## config.mk

```make
export PLATFORM = sky130hd
export DESIGN_NAME = patm_pick
export DESIGN_NICKNAME = d
export VERILOG_FILES = /design/src/rtl/core/patm_pkg.sv /design/src/rtl/core/patm_pick.sv
export SDC_FILE = /design/constraint.sdc
export NUM_CORES = 1
export LEC_CHECK = 0
export ABC_AREA = 1
export BUFFER_PORTS_ARGS = -buffer_cell sky130_fd_sc_hd__buf_2
export CAP_MARGIN = 25
export CORE_UTILIZATION = 35
export DETAILED_ROUTE_END_ITERATION = 8
export PLACE_DENSITY = 0.64
export SLEW_MARGIN = 5
export SYNTH_ARGS = -nofsm -noshare
export SYNTH_HDL_FRONTEND = slang
export SYNTH_SLANG_ARGS = --single-unit
```

## constraint.sdc

```tcl
create_clock -name vclk -period 5.9
set_clock_uncertainty 0.1 [all_clocks]
set_input_delay 1.18 -clock vclk [all_inputs]
set_output_delay 1.18 -clock vclk [all_outputs]
set_load 0.02 [all_outputs]
```

## src/rtl/core/patm_pkg.sv

```systemverilog
`default_nettype none

// Shared types and sizes for the point-update max tree.
package patm_pkg;

    // The table size follows from the slot width, so the tree is always complete.
    localparam int SLOT_W      = 10;
    localparam int VAL_W       = 32;
    localparam int LEAVES      = 1 << SLOT_W;
    localparam int INNER_DEPTH = LEAVES - 1;

    typedef logic [SLOT_W-1:0]       slot_t;
    typedef logic signed [VAL_W-1:0] val_t;

    // One request: which counter to change and by how much.
    typedef struct packed {
        slot_t slot;
        val_t  delta;
    } req_t;

    // One result: the global maximum and the lowest slot that holds it.
    typedef struct packed {
        val_t  best_value;
        slot_t best_slot;
    } rsp_t;

    // A tree entry: the best value of a range and where it lies.
    typedef struct packed {
        val_t  value;
        slot_t slot;
    } entry_t;

    // Memory command from the sequencer to the storage.
    typedef struct packed {
        logic   leaf_we;
        slot_t  leaf_waddr;
        val_t   leaf_wdata;
        slot_t  leaf_raddr;
        logic   inner_we;
        slot_t  inner_waddr;
        entry_t inner_wdata;
        slot_t  inner_raddr;
    } mem_cmd_t;

endpackage

`default_nettype wire

```

## src/rtl/core/patm_pick.sv

```systemverilog
`default_nettype none

// Shared compare and select unit: keeps the larger child, the left one on a tie.
module patm_pick (
    input  wire patm_pkg::entry_t cur,
    input  wire patm_pkg::entry_t sib,
    input  wire logic             cur_is_right,
    output patm_pkg::entry_t      win
);

    patm_pkg::entry_t left_child;
    patm_pkg::entry_t right_child;

    // Put the two children back in slot order before comparing.
    always_comb
    begin
        left_child  = cur_is_right ? sib : cur;
        right_child = cur_is_right ? cur : sib;
        if ($signed(left_child.value) >= $signed(right_child.value))
        begin
            win = left_child;
        end
        else
        begin
            win = right_child;
        end
    end

endmodule

`default_nettype wire

```

# Yosys cells after proc, flatten, opt, wreduce, memory -nomap -nowiden
# Index checks and enable logic that the tools add are counted.
[totals]
word_cells = 4
out_inout_bits = 42
reg_bits = 0
input_bits = 85
[op_classes]
magnitude_cmp = 1
n_mux = 3
[ops]
columns = ["operator", "count"]
rows = [
  ["$mux 42", 3],
  ["$ge 32x32->1", 1],
]

# Logic depth before layout (Yosys ltp)
[depth]
depth_word = 3
depth_mapped = 21
mapped_depth_nobuf = 19

# Worst setup path after synthesis
# OpenSTA, ideal clock, no wires.
[synth_timing]
path_kind = "input to output"
start = "input port cur_is_right"
end = "output port win[11] in the netlist's numbering"
arrival_time_ns = 3.339
slack_ns = 1.281
path_stages = 16
path_buffers = 4
t_required_ns = 4.620
cell_sequence = "buf_2 buf_2 clkbuf_1 nand2_1 o21ai_0 ha_1 a21o_1 nor2_1 a21oi_1 nor2_1 nand2_1 nand2_2 nand3_2 buf_4 nand2_1 nand2_1"
[synth_lines]
columns = ["item", "line", "text"]
rows = [
  ["start, declared", "patm_pick.sv:7", "input wire logic cur_is_right,"],
  ["end, declared", "patm_pick.sv:8", "output patm_pkg::entry_t win"],
]

==> impl_metrics.ini <==
[worst_setup_path]
critPathArrivalTime_ps = 4020
critPathBufInv = 4
crit_slowest_cell = buf_4
crit_family = buffers and inverters
crit_path_start_kind = primary input
crit_chain = buf_4 > buf_12 > o21ai_0 > ha_1 > a21oi_1 > nor2_1 > nor2_1 > nand2_1 > nand2_1 > nand2_1 > nand2_1 > nand2_1 > nand2_2 > nand3_2 > buf_12 > nand2_1 > nand2_1 > buf_2
worstSetupPathType = in2out
cpPeakStageDelay_ps = 330
end_kind = output pin
critPathMaxFanout = 88
critical_path_required_ps = 4620
cpMostUsedCell = nand2_1

[timing]
setup_viol = 0
rsz0062_at_grt = false
fmax_ghz = 0.189
fin_crit_sh_pct = 89.9
worst_pin_slew_ps = 474
hold_violations = 0
fin_crit_ps = 5300
drv_slew = 0
fin_tns_setup_ps = 0
max_slew_margin_pct = 68.4

[detailed_routing]
vias = 3488
wl_per_cell_um = 9.83
drt_iter0_markers = 146
drc_errors = 0
totalWireLength_um = 7100
antenna_left = 0
dr.pass1.iters = 4
vias_per_cell = 4.83

[die]
io_pins = 127
fp.dieW_um = 87.3
std_cell_rows = 30
die_area_sq_um = 7610
core_sq_um = 6910
die_h_um = 87.3
initial_core_util_pct = 36.8

[min_path]
hold_path.class = in2out

[logic_synthesis]
synthTopCellsByCount = nand2_1, inv_1, o21ai_0, nand4_1, ha_1
seq_area_frac_synth_pct = 0
synthTopCellsByArea = nand2_1, ha_1, o21ai_0
synth_most_common_cell = nand2_1
synth_top_area_share_pct = 29.2
synth_nets = 643
synth_cell_type_count = 17
avgSynthCellArea_sq_um = 4.83
yosysTopAreaCell = nand2_1
yosys_warnings = 0
synth_cells = 527
syn-cell-area_sq_um = 2540

[clock_network]
hold_buffers = 0
postCtsSetupRepairBufs = 0
cts-resized-gates = 0

[pwr]
cellPowerDensity_nw_per_um2 = 148
p_leak_nw = 2.06
irDropWorstVdd_mv = 0.0837
p_total_w = 0.000475

[cells_and_area]
fill_cells = 803
final_cells = 722
diodes = 0
multiInputGateArea_sq_um = 2070
nets = 744
clock_buffers = 0
seq_cell_count = 0
final-seq-area_sq_um = 0
drive_gt1_share_pct = 21.9
area_growth_syn_to_layout_pct = 26.5

[global_route]
grt_max_degree = 89
grt_overflow = 0
grt_pass1_wl_um = 12100
antenna_found_initial = 0
gr-usage-all-layers_pct = 18.4
grt_pass1_vias = 2974

[placement]
dpl.cell_count = 722
place_congestion = 0.780
dpl.hpwl_um = 5480
portBuffers = 127

[job]
drv_cap = 0

[status]
outcome = finished clean
-- layout make-up --
class	count	share of cell area, %
inverters	86	10.0
multi-input cells	407	64.2
well taps	96	3.73
repair buffers	133	22.0
-- layer usage --
metal	GRT usage [%]	vias up	routed length (um)
met1	23.7	1482	3210
met4	2.98	0	62
met2	34.4	100	3490
met5	0	-	0
li1	-	1900	-
met3	0.284	6	334
-- through the flow --
step,instance area [sq um],hold WS (ps),worst slack [ps],util [%]
CTS,3220,2710,570,46.6
global route,3220,2750,218,46.6
global placement,3220,2710,632,46.6
detailed placement,3220,2710,565,46.6
floorplan,2540,2530,1280,-
finish,3220,2710,596,46.6
-- worst min-delay path: cells and delay by family --
family | cells | cell delay [ps]
AND/OR/NAND/NOR | 2 | 100
buffers and inverters | 3 | 290
AO/OA/AOI/OAI | 1 | 60
-- cells in the final DEF, fill, tap and decap left out, drive strengths merged --
cell / n
a21o: 2
nor4: 1
ha: 31
nand2: 199
o21ai: 75
inv: 86
nand3: 8
nand4: 45
buf: 133
nor2: 24
a21oi: 22
-- final timing paths --
| kind | from | end | slack (ps) | cells past startpoint |
|---|---|---|---|---|
| max | cur_is_right | win[12] | 600 | 18 |
| min | sib[4] | win[4] | 2710 | 6 |
-- cells by family (layout without fill, tap and decap cells) --
| logic type | after synthesis | after routing | share of synthesized area (%) |
|---|---|---|---|
| buffers and inverters | 120 | 219 | 18.8 |
| AOI/OAI and AO/OA | 99 | 99 | 19.7 |
| and+or+nand+nor | 277 | 277 | 46.3 |
| adders and majority gates | 31 | 31 | 15.2 |
-- power by group --
group          leakage (nW)  switching, W  total [W]  internal (W)
Clock                     0             0          0             0
Combinational          2.06      0.000309   0.000475      0.000166
Sequential                0             0          0             0
Total                  2.06      0.000309   0.000475      0.000166
(Power assumes the default switching activity.)
