==> config.mk <==
export PLATFORM = sky130hd
export DESIGN_NAME = patm_ctrl
export DESIGN_NICKNAME = d
export VERILOG_FILES = /design/src/rtl/core/patm_pkg.sv /design/src/rtl/core/patm_ctrl.sv
export SDC_FILE = /design/constraint.sdc
export NUM_CORES = 1
export LEC_CHECK = 0
export ABC_AREA = 1
export BUFFER_PORTS_ARGS = -buffer_cell sky130_fd_sc_hd__buf_2
export CORE_MARGIN = 8
export CORE_UTILIZATION = 30
export DETAILED_ROUTE_END_ITERATION = 10
export GPL_TIMING_DRIVEN = 0
export MAX_ROUTING_LAYER = met4
export PLACE_DENSITY = 0.51
export SLEW_MARGIN = 20
export SYNTH_ARGS = -nofsm -noshare
export SYNTH_HDL_FRONTEND = slang
export SYNTH_SLANG_ARGS = --single-unit
export TNS_END_PERCENT = 50
==> constraint.sdc <==
create_clock -name clk -period 3.6 [get_ports clk]
set_input_delay 0.54 -clock clk [delete_from_list [all_inputs] [get_ports clk]]
set_output_delay 0.54 -clock clk [all_outputs]
set_load 0.005 [all_outputs]
==> src/rtl/core/patm_pkg.sv <==
`default_nettype none

// Shared types and sizes for the point-update max tree.
package patm_pkg;

    // The table size follows from the slot width, so the tree is always complete.
    localparam int SLOT_W      = 10;
    localparam int VAL_W       = 32;
    localparam int LEAVES      = 1 << SLOT_W;
    localparam int INNER_DEPTH = LEAVES - 1;

    typedef logic [SLOT_W-1:0]       slot_t;
    typedef logic signed [VAL_W-1:0] val_t;

    // One request: which counter to change and by how much.
    typedef struct packed {
        slot_t slot;
        val_t  delta;
    } req_t;

    // One result: the global maximum and the lowest slot that holds it.
    typedef struct packed {
        val_t  best_value;
        slot_t best_slot;
    } rsp_t;

    // A tree entry: the best value of a range and where it lies.
    typedef struct packed {
        val_t  value;
        slot_t slot;
    } entry_t;

    // Memory command from the sequencer to the storage.
    typedef struct packed {
        logic   leaf_we;
        slot_t  leaf_waddr;
        val_t   leaf_wdata;
        slot_t  leaf_raddr;
        logic   inner_we;
        slot_t  inner_waddr;
        entry_t inner_wdata;
        slot_t  inner_raddr;
    } mem_cmd_t;

endpackage

`default_nettype wire

==> src/rtl/core/patm_ctrl.sv <==
`default_nettype none

// Sequencer: clears the memories after reset, then for each request updates
// one leaf and walks the path to the root, one tree level per cycle.
module patm_ctrl (
    input  wire logic             clk,
    input  wire logic             rst_n,
    input  wire logic             start,
    input  wire patm_pkg::req_t   req,
    output logic                  busy,
    output logic                  done,
    output patm_pkg::rsp_t        rsp,
    input  wire patm_pkg::val_t   leaf_rdata,
    input  wire patm_pkg::entry_t inner_rdata,
    input  wire patm_pkg::entry_t win,
    output patm_pkg::entry_t      cur,
    output patm_pkg::entry_t      sib,
    output logic                  cur_is_right,
    output patm_pkg::mem_cmd_t    cmd
);

    typedef enum logic [3:0] {
        ST_CLEAR = 4'b0001,
        ST_IDLE  = 4'b0010,
        ST_ADD   = 4'b0100,
        ST_CMP   = 4'b1000
    } state_t;

    state_t           state_reg, state_next;
    patm_pkg::slot_t  clr_reg, clr_next;
    logic             done_reg, done_next;
    patm_pkg::rsp_t   rsp_reg, rsp_next;
    patm_pkg::slot_t  slot_reg, slot_next;
    patm_pkg::val_t   delta_reg, delta_next;
    patm_pkg::slot_t  idx_reg, idx_next;
    patm_pkg::slot_t  bit_reg, bit_next;
    patm_pkg::slot_t  half_reg, half_next;
    patm_pkg::entry_t cur_reg, cur_next;

    patm_pkg::val_t   sum;
    patm_pkg::slot_t  node_idx;
    patm_pkg::slot_t  bit_up;

    // Path arithmetic. idx_reg is the child just updated, bit_reg marks the
    // level being rebuilt and half_reg the level below it, so the parent is
    // the child with its lower bits filled and the level bit cleared.
    always_comb
    begin
        sum          = leaf_rdata + delta_reg;
        node_idx     = (idx_reg | half_reg) & ~bit_reg;
        bit_up       = {bit_reg[patm_pkg::SLOT_W-2:0], 1'b0};
        cur_is_right = |(idx_reg & bit_reg);
        cur          = cur_reg;
        if (bit_reg[0])
        begin
            sib.value = leaf_rdata;
            sib.slot  = idx_reg ^ bit_reg;
        end
        else
        begin
            sib = inner_rdata;
        end
    end

    // Memory commands. Reads are issued every cycle, in the cycle before their data is used:
    // the requested leaf when idle, the next sibling while walking up.
    always_comb
    begin
        cmd             = '0;
        cmd.leaf_raddr  = req.slot;
        cmd.inner_raddr = node_idx ^ bit_up;
        unique case (state_reg)
            ST_CLEAR:
            begin
                cmd.leaf_we           = 1'b1;
                cmd.leaf_waddr        = clr_reg;
                cmd.inner_we          = ~&clr_reg;
                cmd.inner_waddr       = clr_reg;
                cmd.inner_wdata.value = '0;
                // Lowest slot of the node's range: its trailing ones cleared.
                cmd.inner_wdata.slot  = clr_reg & (clr_reg + 1'b1);
            end
            ST_IDLE:
            begin
                cmd.leaf_we = 1'b0;
            end
            ST_ADD:
            begin
                cmd.leaf_we    = 1'b1;
                cmd.leaf_waddr = slot_reg;
                cmd.leaf_wdata = sum;
                cmd.leaf_raddr = idx_reg ^ bit_reg;
            end
            ST_CMP:
            begin
                cmd.inner_we    = 1'b1;
                cmd.inner_waddr = node_idx;
                cmd.inner_wdata = win;
            end
            default:
            begin
                cmd.leaf_we = 1'b0;
            end
        endcase
    end

    // Next-state logic.
    always_comb
    begin
        state_next = state_reg;
        clr_next   = clr_reg;
        done_next  = 1'b0;
        rsp_next   = rsp_reg;
        slot_next  = slot_reg;
        delta_next = delta_reg;
        idx_next   = idx_reg;
        bit_next   = bit_reg;
        half_next  = half_reg;
        cur_next   = cur_reg;
        unique case (state_reg)
            ST_CLEAR:
            begin
                clr_next = clr_reg + 1'b1;
                if (&clr_reg)
                begin
                    state_next = ST_IDLE;
                end
            end
            ST_IDLE:
            begin
                if (start)
                begin
                    slot_next  = req.slot;
                    delta_next = req.delta;
                    idx_next   = req.slot;
                    bit_next   = patm_pkg::slot_t'(1);
                    half_next  = '0;
                    state_next = ST_ADD;
                end
            end
            ST_ADD:
            begin
                cur_next.value = sum;
                cur_next.slot  = slot_reg;
                state_next     = ST_CMP;
            end
            ST_CMP:
            begin
                cur_next  = win;
                idx_next  = node_idx;
                half_next = bit_reg;
                bit_next  = bit_up;
                if (bit_reg[patm_pkg::SLOT_W-1])
                begin
                    // Root rebuilt: report it.
                    done_next           = 1'b1;
                    rsp_next.best_value = win.value;
                    rsp_next.best_slot  = win.slot;
                    state_next          = ST_IDLE;
                end
            end
            default:
            begin
                state_next = ST_CLEAR;
            end
        endcase
    end

    // Control registers.
    always_ff @(posedge clk or negedge rst_n)
    begin
        if (!rst_n)
        begin
            state_reg <= ST_CLEAR;
            clr_reg   <= '0;
            done_reg  <= 1'b0;
        end
        else
        begin
            state_reg <= state_next;
            clr_reg   <= clr_next;
            done_reg  <= done_next;
        end
    end

    // Payload and path registers.
    always_ff @(posedge clk)
    begin
        rsp_reg   <= rsp_next;
        slot_reg  <= slot_next;
        delta_reg <= delta_next;
        idx_reg   <= idx_next;
        bit_reg   <= bit_next;
        half_reg  <= half_next;
        cur_reg   <= cur_next;
    end

    assign busy = (state_reg != ST_IDLE);
    assign done = done_reg;
    assign rsp  = rsp_reg;

endmodule

`default_nettype wire

# Word-level counts from Yosys, hierarchy flattened
# Index checks and enable logic that the tools add are counted.
[totals] register_bits=171 output_inout_bits=245
[classes] add_sub_neg=2 n_eq_ne=8 muxes=18 bitwise_logic=7 reduce_logical=10
[op_table] operator="one-hot mux 53 bit (2 select lines)" n=1
[op_table] operator="two-way mux 42 bit" n=2
[op_table] operator="one-hot mux 42 bit (2 select lines)" n=1
[op_table] operator="one-hot mux 10 bit (2 select lines)" n=4
[op_table] operator="adder 32 bit" n=1
[op_table] operator="AND 10 bit" n=3
[op_table] operator="two-way mux 10 bit" n=3
[op_table] operator="bitwise XOR 10 bit" n=2
[op_table] operator="one-hot mux 4 bit (4 select lines)" n=1
[op_table] operator="two-way mux 4 bit" n=3
[op_table] operator="adder 10 x 1 -> 10 bit, second input constant" n=1
[op_table] operator="NOT 10 bit" n=1
[op_table] operator="OR 10 bit" n=1
[op_table] operator="AND reduction 10 bit" n=1
[op_table] operator="OR reduction 10 bit" n=1
[op_table] operator="!= test 2 bit, second input constant" n=3
[op_table] operator="AND reduction 2 bit" n=3
[op_table] operator="equality test 4 x 1 -> 1 bit, second input constant" n=1
[op_table] operator="equality test 4 x 2 -> 1 bit, second input constant" n=1
[op_table] operator="equality test 4 x 3 -> 1 bit, second input constant" n=1
[op_table] operator="equality test 4 bit, second input constant" n=1
[op_table] operator="!= test 4 x 2 -> 1 bit, second input constant" n=1
[op_table] operator="nonzero test 2 bit" n=2
[op_table] operator="two-way mux 1 bit" n=3
[op_table] operator="3 further kinds" n=3

# Depth between registers and ports, before layout
[logic_depth] word_depth=3 depth_mapped=12 depth_no_buf=12

# Least setup slack after synthesis
# Ideal clock, no wire load.
[synth_path] path_kind="register to register" from="reg state_reg[1]" to="reg rsp_reg (netlist bit rsp[0]), enable pin" setup_time_ns=0.443 t_arrival_ns=2.805 required_time_ns=3.157 path_slack_ns=0.352 path_stages_with_launch=6 n_path_buf=2 period_less_slack_ns=3.248 path_cell_list="dfrtp_1 > nor2_1 > nand3_1 > clkbuf_1 > buf_2 > nor2_1"
[synth_between] elab_chain_cells=2
[synth_lines] item="from (decl)" line="patm_ctrl.sv:29" text="state_t state_reg, state_next;"
[synth_lines] item="from (signal assigned)" line="patm_ctrl.sv:180" text="state_reg <= state_next;"
[synth_lines] item="equality test 4 bit" line="patm_ctrl.sv:120" text="unique case (state_reg)"
[synth_lines] item="AND reduction 2 bit (no source line)"
[synth_lines] item="to (signal assigned)" line="patm_ctrl.sv:189" text="rsp_reg <= rsp_next;"
[synth_lines] item="to (decl)" line="patm_ctrl.sv:32" text="patm_pkg::rsp_t rsp_reg, rsp_next;"
# Every way passes these cells.
# A chain may end at the register's enable or synchronous reset.

==> run summary <==
worst path required time: 3.06 ns
Initial Util: 30.3%
detailed-route DRC error count: 0
Yosys cell types: 34
Synth Instances: 1233
synth warn: 0
endpoints failing hold: 0
post-route insts no fill: 2118
Longest Clk Path Bufs: 2
skew final: 0.00972 ns
Final GP Congestion: 0.874
Rows: 66
Syn Nets: 1446
Clk Latency, worst-skew pair: 0.42 ns
placed instance area: 0.0125 mm2
Routed wire per std cell: 18.4 um
DP Wirelength: 32500 um
Seq/Total Area, Yosys: 48.9%
worst reg-to-reg path cell count: 5
I/O pin cnt: 406
Worst Max-Slew Pin Slew: 0.900 ns
die area: 0.0387 mm2
core area: 0.0324 mm2
total negative slack: 0 ns
vias per cell: 4.47
largest net degree at the start of global routing: 43
Routed Antenna Nets: 0
Area growth syn-to-layout: 33.3%
nets@finish: 1874
clk sinks: 162
CTS H-tree lvls: 4
hold crit path type: input pin to async pin
first-pass GRT wire length: 57900 um
endpoints failing setup: 0
Slew HR: 40.0%
min Tclk post-route: 3.40 ns
FMAX: 294 MHz
GRT Util Overall: 20.4%
crit path DAT: 2.86 ns
RSZ-0062 raised after global routing: false
CTS tree: built
layout cells sized above 1: 29.5%
vias: 9478
dpl cells: 2084
final slew viol count: 0
Reg clk slew, reported paths: 0.07 ns
mapped cell area: 0.00980 mm2
Yosys reg bits: 162
Hold Buf Count CTS: 0
Pwr per Cell Area: 419 mW/mm2
status: finished, final reports clean
CTS root buffer: clkbuf_16
Final Cell Area: 0.0131 mm2
die width: 197 um
grt total ovfl: 0
max cap viols: 0
Crit. End Element: primary output
maximum vdd drop: 0.333 mV
Setup crit start kind: flip-flop
Avg Inst Size Synth: 7.95 um2
# port buffers: 405
cts repair resizes: 0
Setup Buffers After CTS: 0
DRT iter0 DRCs: 470
die height: 197 um
vias in the first global route: 9721
Leakage: 0.00701 uW
initial antenna violation count: 2
WL final: 39000 um
DRT Pass-1 Iters: 5
CP max FO: 4
CTS Buf Count: 17
crit path kind: flip-flop to primary output
period utilisation layout: 94.6%
## synthesized netlist by cell type
cell type,count,area share [%]
o21bai_1,9,0.69
o22ai_1,11,0.70
nor2b_1,1,0.064
ha_1,51,6.5
clkbuf_1,21,0.80
nand2_1,441,17
nor4_1,2,0.13
and2_1,1,0.064
fa_1,1,0.20
a21oi_1,31,1.6
or2_2,9,0.57
buf_1,3,0.11
a21o_1,1,0.077
nor2_2,1,0.064
nor2_1,106,4.1
nor3_1,5,0.26
nand2_2,10,0.64
edfxtp_1,147,45
dfstp_2,1,0.27
nand4_1,4,0.26
o221ai_1,1,0.089
buf_2,10,0.51
o21ai_1,10,0.51
nand3b_1,2,0.15
nand3_1,46,2.3
inv_2,11,0.42
nor3_2,2,0.20
o21ai_0,56,2.9
inv_1,193,7.4
dfrtp_1,14,3.6
xnor2_1,13,1.2
nand3_2,5,0.51
xor2_1,13,1.2
or2_4,1,0.089
## final timing paths
check	startpoint	end	slack (ns)
hold reg to reg	clr_reg[0]$_DFFE_PN0N_	clr_reg[0]$_DFFE_PN0N_	0.51
min in group clk	req[16]	delta_reg[16]$_DFFE_PP_	0.28
setup reg to reg	state_reg[0]$_DFFE_PN1P_	cur[6]$_DFFE_PP_	0.88
hold / removal	rst_n	clr_reg[8]$_DFFE_PN0N_	0.02
setup / recovery	delta_reg[0]$_DFFE_PP_	cmd[89]	0.20
max in group asynchronous	rst_n	state_reg[0]$_DFFE_PN1P_	3.26
## logic make-up (layout without fill, tap and decap cells)
| group | Yosys count | in the layout | share of synthesized area, % |
|---|---|---|---|
| AO/OA/AOI/OAI | 119 | 119 | 6.51 |
| XOR/XNOR | 26 | 26 | 2.32 |
| adder cells (fa/ha/maj) | 52 | 52 | 6.72 |
| buffers and inverters | 238 | 679 | 9.25 |
| flip-flops | 162 | 162 | 48.9 |
| other | 0 | 2 | 0 |
| AND/OR/NAND/NOR | 636 | 636 | 26.3 |
## where the power goes
group	total, uW	internal, uW	switching (uW)	leakage, uW
clock network	1770	956	815	0.000267
registers	2250	2190	57.0	0.00152
logic	1450	521	931	0.00522
## stage by stage
stage                     hold WS [ns]  power, uW  util, %  setup WS (ns)
final                           0.0229       5470     40.4          0.196
after global routing            0.0238       5790     40.4         0.0448
after CTS                      0.00905       5540     40.3          0.186
after detailed placement         0.472       3760     38.6          0.360
after global placement           0.470       3740     38.2          -1.63
after floorplan                  0.244       3100        -          0.352
## cells in the final DEF (no fill, tap or decap), types with 2 or more instances in the layout
master	instances
a21oi_1	31
buf_1	3
buf_16	2
buf_2	415
clkbuf_1	22
clkbuf_16	18
clkinv_2	2
clkinvlp_4	4
dfrtp_1	14
diode_2	2
edfxtp_1	147
ha_1	51
inv_1	193
inv_2	11
inv_6	4
nand2_1	440
nand2_2	10
nand3_1	46
nand3_2	5
nand3b_1	2
nand4_1	4
nor2_1	104
nor2_4	2
nor3_1	5
nor3_2	2
nor4_1	2
o21ai_0	55
o21ai_1	10
o21bai_1	9
o22ai_1	11
or2_2	9
xnor2_1	13
xor2_1	13
## final cells by class
type | instances | area [um2]
fillers | 3513 | 19300
flip-flops and latches | 162 | 4790
multi-input cells | 833 | 4130
repair buffers | 409 | 2120
inverters | 204 | 766
well taps | 442 | 553
clock buffers | 20 | 468
plain buffers | 34 | 140
clock inverters | 12 | 95.1
diodes | 2 | 5.00
## worst max-delay path: stages (launching register included)
cell	delay, ns
edfxtp_1	0.37
ha_1	0.26
fa_1	0.47
nand3_1	0.12
nand3_2	0.13
nand2_1	0.10
nand2_2	0.09
nand2_1	0.07
nand2_1	0.05
xor2_1	0.41
inv_1	0.08
nor2_1	0.11
buf_2	0.16
## routing by layer
layer / wire length (um) / up-vias / global-route usage (%)
met4: 507 / 0 / 4.46
met5: 0 / - / -
li1: - / 4773 / -
met3: 2120 / 25 / 4.03
met1: 16800 / 4399 / 23.8
met2: 19600 / 281 / 35.9
No activity file was read; power rests on OpenSTA's default activity.
